File: config.mk
export PLATFORM = sky130hd
export DESIGN_NAME = line_follower_pd_drive_core
export DESIGN_NICKNAME = d
export VERILOG_FILES = /design/src/rtl/lfpd_pkg.sv /design/src/rtl/line_follower_pd_drive_core.sv /design/src/rtl/lfpd_regs.sv /design/src/rtl/lfpd_mac.sv
export VERILOG_INCLUDE_DIRS = /design/src /design/src/rtl
export SDC_FILE = /design/constraint.sdc
export NUM_CORES = 1
export LEC_CHECK = 0
export ABC_AREA = 1
export BUFFER_PORTS_ARGS = -buffer_cell sky130_fd_sc_hd__buf_2
export CAP_MARGIN = 10
export CORE_ASPECT_RATIO = 1.4
export CORE_MARGIN = 2
export CORE_UTILIZATION = 51
export CTS_CLUSTER_SIZE = 20
export DETAILED_ROUTE_END_ITERATION = 10
export PLACE_DENSITY = 0.73
export REMOVE_ABC_BUFFERS = 1
export SYNTH_ARGS = -nofsm -noshare
export SYNTH_HDL_FRONTEND = slang
export SYNTH_HIERARCHICAL = 1
export SYNTH_SLANG_ARGS = --single-unit
File: constraint.sdc
create_clock -name clk -period 10.67 [get_ports clk]
set_clock_uncertainty 0.05 [all_clocks]
set_input_delay 2.6675 -clock clk [delete_from_list [all_inputs] [get_ports clk]]
set_output_delay 2.6675 -clock clk [all_outputs]
set_load 0.005 [all_outputs]
File: src/rtl/line_follower_pd_drive_core_macros.svh
// Assertion macros shared by the line follower drive RTL.
// Users must have clk and arst_n in scope; no other dependencies.
`ifndef LINE_FOLLOWER_PD_DRIVE_CORE_MACROS_SVH
`define LINE_FOLLOWER_PD_DRIVE_CORE_MACROS_SVH
// Checks that the consequent holds in the same cycle as the antecedent.
`define LFPD_ASSERT_NOW(lbl, ante, cons, msg) \
	lbl: assert property (@(posedge clk) disable iff (!arst_n) (ante) |-> (cons)) \
		else $error(msg);
// Checks that the consequent holds in the cycle after the antecedent.
`define LFPD_ASSERT_NEXT(lbl, ante, cons, msg) \
	lbl: assert property (@(posedge clk) disable iff (!arst_n) (ante) |=> (cons)) \
		else $error(msg);
`endif

File: src/rtl/lfpd_pkg.sv
// Types, register indexes and constants of the line follower PD drive.
// No dependencies.
package lfpd_pkg;

	typedef enum logic [2:0] {
		CFG_KP        = 3'd0,
		CFG_KD        = 3'd1,
		CFG_BASE      = 3'd2,
		CFG_CURVE     = 3'd3,
		CFG_THRESHOLD = 3'd4,
		CFG_LOST      = 3'd5,
		CFG_HOLD      = 3'd6
	} cfg_idx_t;

	typedef enum logic [1:0] {
		MODE_FOLLOW  = 2'd0,
		MODE_LOST    = 2'd1,
		MODE_PIVOT_R = 2'd2,
		MODE_PIVOT_L = 2'd3
	} drive_mode_t;

	typedef struct packed {
		logic [15:0] kp_q10;
		logic [15:0] kd_q10;
		logic [6:0]  base_speed;
		logic [6:0]  curve_speed;
		logic [10:0] curve_threshold;
		logic [7:0]  lost_line_limit;
		logic [9:0]  corner_hold_ms;
	} cfg_t;

	typedef struct packed {
		drive_mode_t mode;
		logic        left_forward;
		logic [9:0]  left_duty;
		logic        right_forward;
		logic [9:0]  right_duty;
		logic [11:0] line_position;
		logic [2:0]  active_sensors;
	} drive_res_t;

	localparam logic [11:0] POS_CENTRE = 12'd2000;
	localparam logic [9:0]  PIVOT_DUTY = 10'd500;
	localparam logic [7:0]  EMPTY_MAX  = 8'hFF;

	// Weighted mean position for every sensor pattern; the empty pattern is unused.
	localparam logic [11:0] POS_TABLE [32] = '{
		12'd0,    12'd3000, 12'd2500, 12'd2750, 12'd2000, 12'd2500, 12'd2250, 12'd2500,
		12'd1500, 12'd2250, 12'd2000, 12'd2333, 12'd1750, 12'd2166, 12'd2000, 12'd2250,
		12'd1000, 12'd2000, 12'd1750, 12'd2166, 12'd1500, 12'd2000, 12'd1833, 12'd2125,
		12'd1250, 12'd1833, 12'd1666, 12'd2000, 12'd1500, 12'd1875, 12'd1750, 12'd2000
	};

endpackage

File: src/rtl/line_follower_pd_drive_core.sv
// Line follower PD drive: a sample is accepted only in the idle state; a tick is handled in idle.
// A following sample goes from eval through P multiply, D multiply, scale and drive to done,
// with two passes through the one shared multiply-accumulate unit; done waits for the output.
// Lost-line and pivot results go from eval straight to done; held or tick items give none.
// Reset is asynchronous: gains and speeds take their defaults, position 2000, counters zero.
`include "line_follower_pd_drive_core_macros.svh"
module line_follower_pd_drive_core
	import lfpd_pkg::*;
(
	input  logic        clk,
	input  logic        arst_n,
	input  logic        in_valid,
	output logic        in_ready,
	input  logic        kind,
	input  logic [4:0]  sensors,
	output logic        out_valid,
	input  logic        out_ready,
	output logic [1:0]  drive_mode,
	output logic        left_forward,
	output logic [9:0]  left_duty,
	output logic        right_forward,
	output logic [9:0]  right_duty,
	output logic [11:0] line_position,
	output logic [2:0]  active_sensors,
	input  logic        cfg_valid,
	output logic        cfg_ready,
	input  logic [2:0]  cfg_index,
	input  logic [15:0] cfg_data
);

	typedef enum logic [6:0] {
		ST_IDLE  = 7'b0000001,
		ST_EVAL  = 7'b0000010,
		ST_MUL_P = 7'b0000100,
		ST_MUL_D = 7'b0001000,
		ST_SCALE = 7'b0010000,
		ST_DRIVE = 7'b0100000,
		ST_DONE  = 7'b1000000
	} state_t;

	state_t state_q;
	cfg_t   cfg;

	logic [11:0] pos_q;
	logic [11:0] prev_q;
	logic [7:0]  cnt_q;
	logic [9:0]  hold_q;
	logic        out_valid_q;

	logic [4:0]         sens_q;
	logic signed [20:0] ms_q;
	logic [6:0]         base_q;
	drive_res_t         res_q;
	drive_res_t         out_q;

	logic               in_acc;
	logic               load;
	logic [2:0]         act;
	logic [11:0]        tab_pos;
	logic [7:0]         cnt_n;
	logic signed [11:0] err;
	logic signed [12:0] diff;
	logic [11:0]        mag;
	logic               mac_en;
	logic               mac_clr;
	logic signed [12:0] mac_a;
	logic [15:0]        mac_b;
	logic signed [30:0] acc;
	logic signed [30:0] acc_adj;
	logic signed [21:0] lsum;
	logic signed [21:0] rsum;
	logic signed [7:0]  lspd;
	logic signed [7:0]  rspd;

	function automatic logic signed [7:0] clamp_speed(input logic signed [21:0] v);
		if (v > 22'sd100) begin
			return 8'sd100;
		end else if (v < -22'sd100) begin
			return -8'sd100;
		end
		return 8'(v);
	endfunction

	function automatic logic [9:0] duty_of(input logic signed [7:0] s);
		logic [9:0] m;
		m = (s < 0) ? 10'(-s) : 10'(s);
		return (m << 3) + (m << 1);
	endfunction

	lfpd_regs u_regs (
		.clk      (clk),
		.arst_n   (arst_n),
		.wr_en    (cfg_valid),
		.wr_index (cfg_index),
		.wr_data  (cfg_data),
		.cfg      (cfg)
	);

	lfpd_mac u_mac (
		.clk (clk),
		.en  (mac_en),
		.clr (mac_clr),
		.a   (mac_a),
		.b   (mac_b),
		.acc (acc)
	);

	assign cfg_ready = 1'b1;
	assign in_ready  = (state_q == ST_IDLE);
	assign in_acc    = in_valid && in_ready;
	assign load      = (state_q == ST_DONE) && (!out_valid_q || out_ready);

	assign act = 3'(sens_q[0]) + 3'(sens_q[1]) + 3'(sens_q[2]) + 3'(sens_q[3])
		+ 3'(sens_q[4]);
	assign tab_pos = POS_TABLE[sens_q];
	assign cnt_n   = (cnt_q == EMPTY_MAX) ? cnt_q : cnt_q + 8'd1;

	assign err  = 12'($signed({1'b0, pos_q}) - $signed({1'b0, POS_CENTRE}));
	assign diff = {err[11], err} - {prev_q[11], prev_q};
	assign mag  = err[11] ? 12'(-err) : 12'(err);

	assign mac_en  = (state_q == ST_MUL_P) || (state_q == ST_MUL_D);
	assign mac_clr = (state_q == ST_MUL_P);
	assign mac_a   = (state_q == ST_MUL_P) ? {err[11], err} : diff;
	assign mac_b   = (state_q == ST_MUL_P) ? cfg.kp_q10 : cfg.kd_q10;

	assign acc_adj = acc + (acc[30] ? 31'sd1023 : 31'sd0);

	assign lsum = $signed({15'd0, base_q}) - {ms_q[20], ms_q};
	assign rsum = $signed({15'd0, base_q}) + {ms_q[20], ms_q};
	assign lspd = clamp_speed(lsum);
	assign rspd = clamp_speed(rsum);

	always_ff @(posedge clk or negedge arst_n) begin
		if (!arst_n) begin
			state_q     <= ST_IDLE;
			pos_q       <= POS_CENTRE;
			prev_q      <= '0;
			cnt_q       <= '0;
			hold_q      <= '0;
			out_valid_q <= 1'b0;
		end else begin
			if (load) begin
				out_valid_q <= 1'b1;
			end else if (out_ready) begin
				out_valid_q <= 1'b0;
			end
			unique case (state_q)
				ST_IDLE: begin
					if (in_acc) begin
						if (!kind) begin
							if (hold_q != '0) begin
								hold_q <= hold_q - 10'd1;
							end
						end else if (hold_q == '0) begin
							state_q <= ST_EVAL;
						end
					end
				end
				ST_EVAL: begin
					if (act == '0) begin
						cnt_q   <= cnt_n;
						state_q <= (cnt_n > cfg.lost_line_limit) ? ST_DONE : ST_MUL_P;
					end else begin
						cnt_q <= '0;
						pos_q <= tab_pos;
						if (sens_q[4] != sens_q[0]) begin
							hold_q  <= cfg.corner_hold_ms;
							state_q <= ST_DONE;
						end else begin
							state_q <= ST_MUL_P;
						end
					end
				end
				ST_MUL_P: state_q <= ST_MUL_D;
				ST_MUL_D: begin
					prev_q  <= err;
					state_q <= ST_SCALE;
				end
				ST_SCALE: state_q <= ST_DRIVE;
				ST_DRIVE: state_q <= ST_DONE;
				ST_DONE: begin
					if (load) begin
						state_q <= ST_IDLE;
					end
				end
				default: state_q <= ST_IDLE;
			endcase
		end
	end

	always_ff @(posedge clk) begin
		if (in_acc) begin
			sens_q <= sensors;
		end
		if (state_q == ST_SCALE) begin
			ms_q   <= acc_adj[30:10];
			base_q <= ({1'b0, mag} >= {2'b0, cfg.curve_threshold}) ? cfg.curve_speed
				: cfg.base_speed;
		end
		if (state_q == ST_EVAL) begin
			res_q.active_sensors <= act;
			res_q.line_position  <= (act == '0) ? pos_q : tab_pos;
			if (act == '0) begin
				res_q.mode          <= MODE_LOST;
				res_q.left_forward  <= 1'b1;
				res_q.left_duty     <= '0;
				res_q.right_forward <= 1'b1;
				res_q.right_duty    <= '0;
			end else if (sens_q[4]) begin
				res_q.mode          <= MODE_PIVOT_R;
				res_q.left_forward  <= 1'b1;
				res_q.left_duty     <= PIVOT_DUTY;
				res_q.right_forward <= 1'b0;
				res_q.right_duty    <= PIVOT_DUTY;
			end else begin
				res_q.mode          <= MODE_PIVOT_L;
				res_q.left_forward  <= 1'b0;
				res_q.left_duty     <= PIVOT_DUTY;
				res_q.right_forward <= 1'b1;
				res_q.right_duty    <= PIVOT_DUTY;
			end
		end
		if (state_q == ST_DRIVE) begin
			res_q.mode          <= MODE_FOLLOW;
			res_q.left_forward  <= (lspd >= 0);
			res_q.left_duty     <= duty_of(lspd);
			res_q.right_forward <= (rspd >= 0);
			res_q.right_duty    <= duty_of(rspd);
			res_q.line_position <= pos_q;
		end
		if (load) begin
			out_q <= res_q;
		end
	end

	assign out_valid      = out_valid_q;
	assign drive_mode     = out_q.mode;
	assign left_forward   = out_q.left_forward;
	assign left_duty      = out_q.left_duty;
	assign right_forward  = out_q.right_forward;
	assign right_duty     = out_q.right_duty;
	assign line_position  = out_q.line_position;
	assign active_sensors = out_q.active_sensors;

	`LFPD_ASSERT_NEXT(a_tick_counts_down, in_acc && !kind && hold_q != '0,
		hold_q == $past(hold_q) - 10'd1, "Tick did not decrement the hold counter.")
	`LFPD_ASSERT_NEXT(a_held_sample_dropped, in_acc && kind && hold_q != '0,
		state_q == ST_IDLE, "Sample during hold was processed.")
	`LFPD_ASSERT_NOW(a_lost_is_stopped, out_valid_q && drive_mode == MODE_LOST,
		left_duty == '0 && right_duty == '0 && active_sensors == '0,
		"Lost-line item drives the motors.")
	`LFPD_ASSERT_NEXT(a_done_delivers, state_q == ST_DONE && !out_valid_q,
		out_valid_q && state_q == ST_IDLE, "Finished item was not presented.")

endmodule

File: src/rtl/lfpd_regs.sv
// Configuration register file of the line follower PD drive.
// Depends on lfpd_pkg.
module lfpd_regs
	import lfpd_pkg::*;
(
	input  logic        clk,
	input  logic        arst_n,
	input  logic        wr_en,
	input  logic [2:0]  wr_index,
	input  logic [15:0] wr_data,
	output cfg_t        cfg
);

	cfg_t cfg_q;

	always_ff @(posedge clk or negedge arst_n) begin
		if (!arst_n) begin
			cfg_q.kp_q10          <= 16'd31;
			cfg_q.kd_q10          <= 16'd1536;
			cfg_q.base_speed      <= 7'd40;
			cfg_q.curve_speed     <= 7'd40;
			cfg_q.curve_threshold <= 11'd500;
			cfg_q.lost_line_limit <= 8'd40;
			cfg_q.corner_hold_ms  <= 10'd100;
		end else if (wr_en) begin
			unique case (cfg_idx_t'(wr_index))
				CFG_KP:        cfg_q.kp_q10          <= wr_data;
				CFG_KD:        cfg_q.kd_q10          <= wr_data;
				CFG_BASE:      cfg_q.base_speed      <= wr_data[6:0];
				CFG_CURVE:     cfg_q.curve_speed     <= wr_data[6:0];
				CFG_THRESHOLD: cfg_q.curve_threshold <= wr_data[10:0];
				CFG_LOST:      cfg_q.lost_line_limit <= wr_data[7:0];
				CFG_HOLD:      cfg_q.corner_hold_ms  <= wr_data[9:0];
				default: begin
				end
			endcase
		end
	end

	assign cfg = cfg_q;

endmodule

File: src/rtl/lfpd_mac.sv
// Shared multiply-accumulate unit: signed operand times unsigned gain.
// Depends on lfpd_pkg only by convention; no submodules.
module lfpd_mac
	import lfpd_pkg::*;
(
	input  logic               clk,
	input  logic               en,
	input  logic               clr,
	input  logic signed [12:0] a,
	input  logic        [15:0] b,
	output logic signed [30:0] acc
);

	logic signed [29:0] prod;
	logic signed [30:0] acc_q;

	assign prod = a * $signed({1'b0, b});

	always_ff @(posedge clk) begin
		if (en) begin
			acc_q <= (clr ? 31'sd0 : acc_q) + 31'(prod);
		end
	end

	assign acc = acc_q;

endmodule

==> impl_metrics.csv <==
group,metric,value,unit
detailed_routing,final_antenna_net_count,0,
critical_path,worstSetupEndpoint,"u_mac/acc[27]",
sta,finalSetupTns,0,ns
finish,finalNetCount,3699,
finish,post-route-util,55.7,%
clock_tree,clk_pin_slew_worst_paths,0.06,ns
yosys,async_flop_share,47.5,%
global_routing,grt_pass1_wl,100000,microns
floorplanning,ios,72,
clock_tree,cts_max_level,1,
yosys,synth-seq-cells,263,
sta,hold_viol,0,
placement,placed_cells,3894,
sta,setup_viol,0,
finish,final_cell_area,0.0267,sq mm
detailed_routing,drt_pre_antenna_iters,5,
clock_tree,cts_tree,"built",
critical_path,critical_path_required,10.91,ns
flow_run,maxCapViolCount,0,
finish,area_delta_synth_final,7.65,%
floorplanning,row_count,95,
critical_path,r2r-end,"u_mac/acc[27]",
floorplanning,die_h,265,microns
clock_tree,cts_made_buffers,27,
hold_path,hold_path.class,"reg2reg",
yosys,synth_cell_type_count,58,
clock_tree,cts-root-buf,"clkbuf_16",
critical_path,regToRegSetupSlack,1.46,ns
critical_path,setup.worst_path.start_class,"flop",
detailed_routing,post-route-drc-count,0,
floorplanning,initial_core_util,51.7,%
floorplanning,die_x,190,microns
detailed_routing,wl_per_cell,15.3,microns
yosys,synth_edf_count,136,
clock_tree,clock_latency,0.54,ns
critical_path,critical_path_arrival,9.45,ns
yosys,synth_flop_cell,"edfxtp_1",
floorplanning,core,0.0480,sq mm
placement,dpl_cell_area,0.0258,sq mm
placement,port_buffers,68,
clock_tree,numClockSinks,263,
yosys,yosys_warnings,6,
critical_path,slowest_stage,"o21ai_0",
sta,max_freq,109,MHz
critical_path,setup.worst_path.start,"pos_q[4]",
sta,rsz0062_at_grt,"false",
finish,drive_above_1_share,8.24,%
yosys,syn_avg_cell_area,7.61,sq um
finish,fin_cells,3943,
critical_path,rr_worst_depth,34,
placement,place.gp.congestion,0.914,
placement,hpwl,47300,microns
sta,tightest_slew,1.03,ns
clock_tree,ctsResizeCount,0,
finish,n_antenna_cell,0,
sta,slew_headroom,31.1,%
clock_tree,post_cts_buffers,0,
clock_tree,clock_path_buffers,3,
yosys,syn-cell-area,0.0248,sq mm
global_routing,grt_pass1_vias,20400,
yosys,ys_seq_area_share,29.4,%
critical_path,path_class,"reg2reg",
critical_path,cp_common_cell,"inv_1",
critical_path,crit-reg2reg-launch,"pos_q[4]",
global_routing,grt_max_degree,77,
critical_path,cp-end-kind,"flop",
sta,fin_crit_sh,86.3,%
yosys,netlist_instances,3263,
detailed_routing,routed_wl,60200,microns
global_routing,antenna_found_initial,0,
detailed_routing,drt-vias-per-instance,5.18,
clock_tree,holdBufCountCts,0,
global_routing,grt-ovfl-total,0,
detailed_routing,vias,20400,
sta,maxSlewViolCount,0,
critical_path,max_stage_delay,0.70,ns
floorplanning,dieArea,0.0505,sq mm
global_routing,grt_util_all_layers,24.5,%
critical_path,crit_fanout,17,
run_status,status,"complete, no violations",
sta,finalCriticalPeriod,9.21,ns
detailed_routing,drt-initial-drc-count,1319,
[synth_stat cells (all sizes together), types with 48 or more instances]
cell	number	area [sq um]
fa	187	3740
edfxtp	136	4080
o21ai	109	557
xor2	48	428
ha	189	2360
nor2	247	1000
inv	681	2560
dfrtp	96	2400
clkbuf	61	229
a21oi	80	427
nand2	1019	3900
nand3	196	1050
[metal layers]
metal / track usage (%) / vias up / wire length, microns
li1: - / 10100 / -
met1: 28.6 / 9678 / 23500
met2: 45.3 / 536 / 31300
met3: 1.70 / 146 / 2230
met4: 11.7 / 0 / 3120
met5: 0 / - / 0
[layout by cell type (no fill, tap or decap), drive strengths merged, types with 3 or more instances in the layout]
master,n
nand2,1019
inv,682
nor2,247
nand3,196
ha,189
fa,187
edfxtp,136
o21ai,109
dfrtp,96
buf,90
a21oi,80
xor2,48
clkbuf,35
dfstp,29
nand4,24
nor3,20
o221ai,13
clkinv,13
or2,11
o22ai,10
xnor2,9
a31oi,8
mux2,8
nand3b,6
o211ai,5
conb,5
bufinv,5
nor4,5
o31ai,4
a22oi,3
o21bai,3
[flip-flops by register name, summed over array words and instances, names as in the netlist, 2 cells and up]
signal / count
u_mac/acc: 31
active_sensors: 3
state_q: 7
u_regs/cfg: 75
prev_q: 12
hold_q: 10
res_q: 37
base_q: 7
cnt_q: 8
line_position: 12
sens_q: 5
pos_q: 12
ms_q: 21
right_duty: 9
left_duty: 9
drive_mode: 2
[final cells by class]
cell class | count | area [sq um]
Multi-Input combinational cell | 2223 | 14600
Inverter | 688 | 2580
Sequential cell | 263 | 7290
Clock inverter | 14 | 223
Clock buffer | 35 | 749
Timing Repair Buffer | 90 | 508
Tap cell | 630 | 788
Fill cell | 4562 | 21300
[critical path: cells and delay by family (launching register included)]
family	cells	cell delay, ns
flops	1	0.56
buf+inv	8	1.15
compound gates	6	1.27
simple gates	11	1.66
fa+ha+maj	9	4.26
[through the flow]
step           hold WS, ns  setup slack, ns
2_1_floorplan        0.350             2.66
3_3_place_gp         0.350             1.79
3_5_place_dp         0.355             1.65
4_1_cts              0.363             1.57
5_1_grt              0.363            0.911
6_report             0.363             1.46
[cell families (layout without fill, tap and decap cells)]
kind of cell | count (synthesis) | after routing | share of synthesized area [%]
AND/OR/NAND/NOR | 1530 | 1530 | 25.7
buffers and inverters | 780 | 827 | 12.1
adder cells (fa/ha/maj) | 376 | 376 | 24.6
flip-flops | 263 | 263 | 29.4
AO/OA/AOI/OAI | 247 | 247 | 5.83
XOR/XNOR | 57 | 57 | 2.04
multiplexers | 8 | 8 | 0.363
other | 2 | 5 | 0.0302
[worst min-delay path by stage]
stage | from | end | slack, ns | cells after the start
finish | res_q[29] | left_duty[3] | 0.36 | 0
global route | res_q[35] | left_duty[9] | 0.36 | 0
CTS | res_q[35] | left_duty[9] | 0.36 | 0
detailed placement | res_q[3] | line_position[0] | 0.36 | 0
global placement | res_q[0] | active_sensors[0] | 0.35 | 0
floorplan | res_q[0] | active_sensors[0] | 0.35 | 0
Power is left out: the tool's default activity adds up to more than one toggle a clock period on the data nets, which glitch-free logic cannot reach.
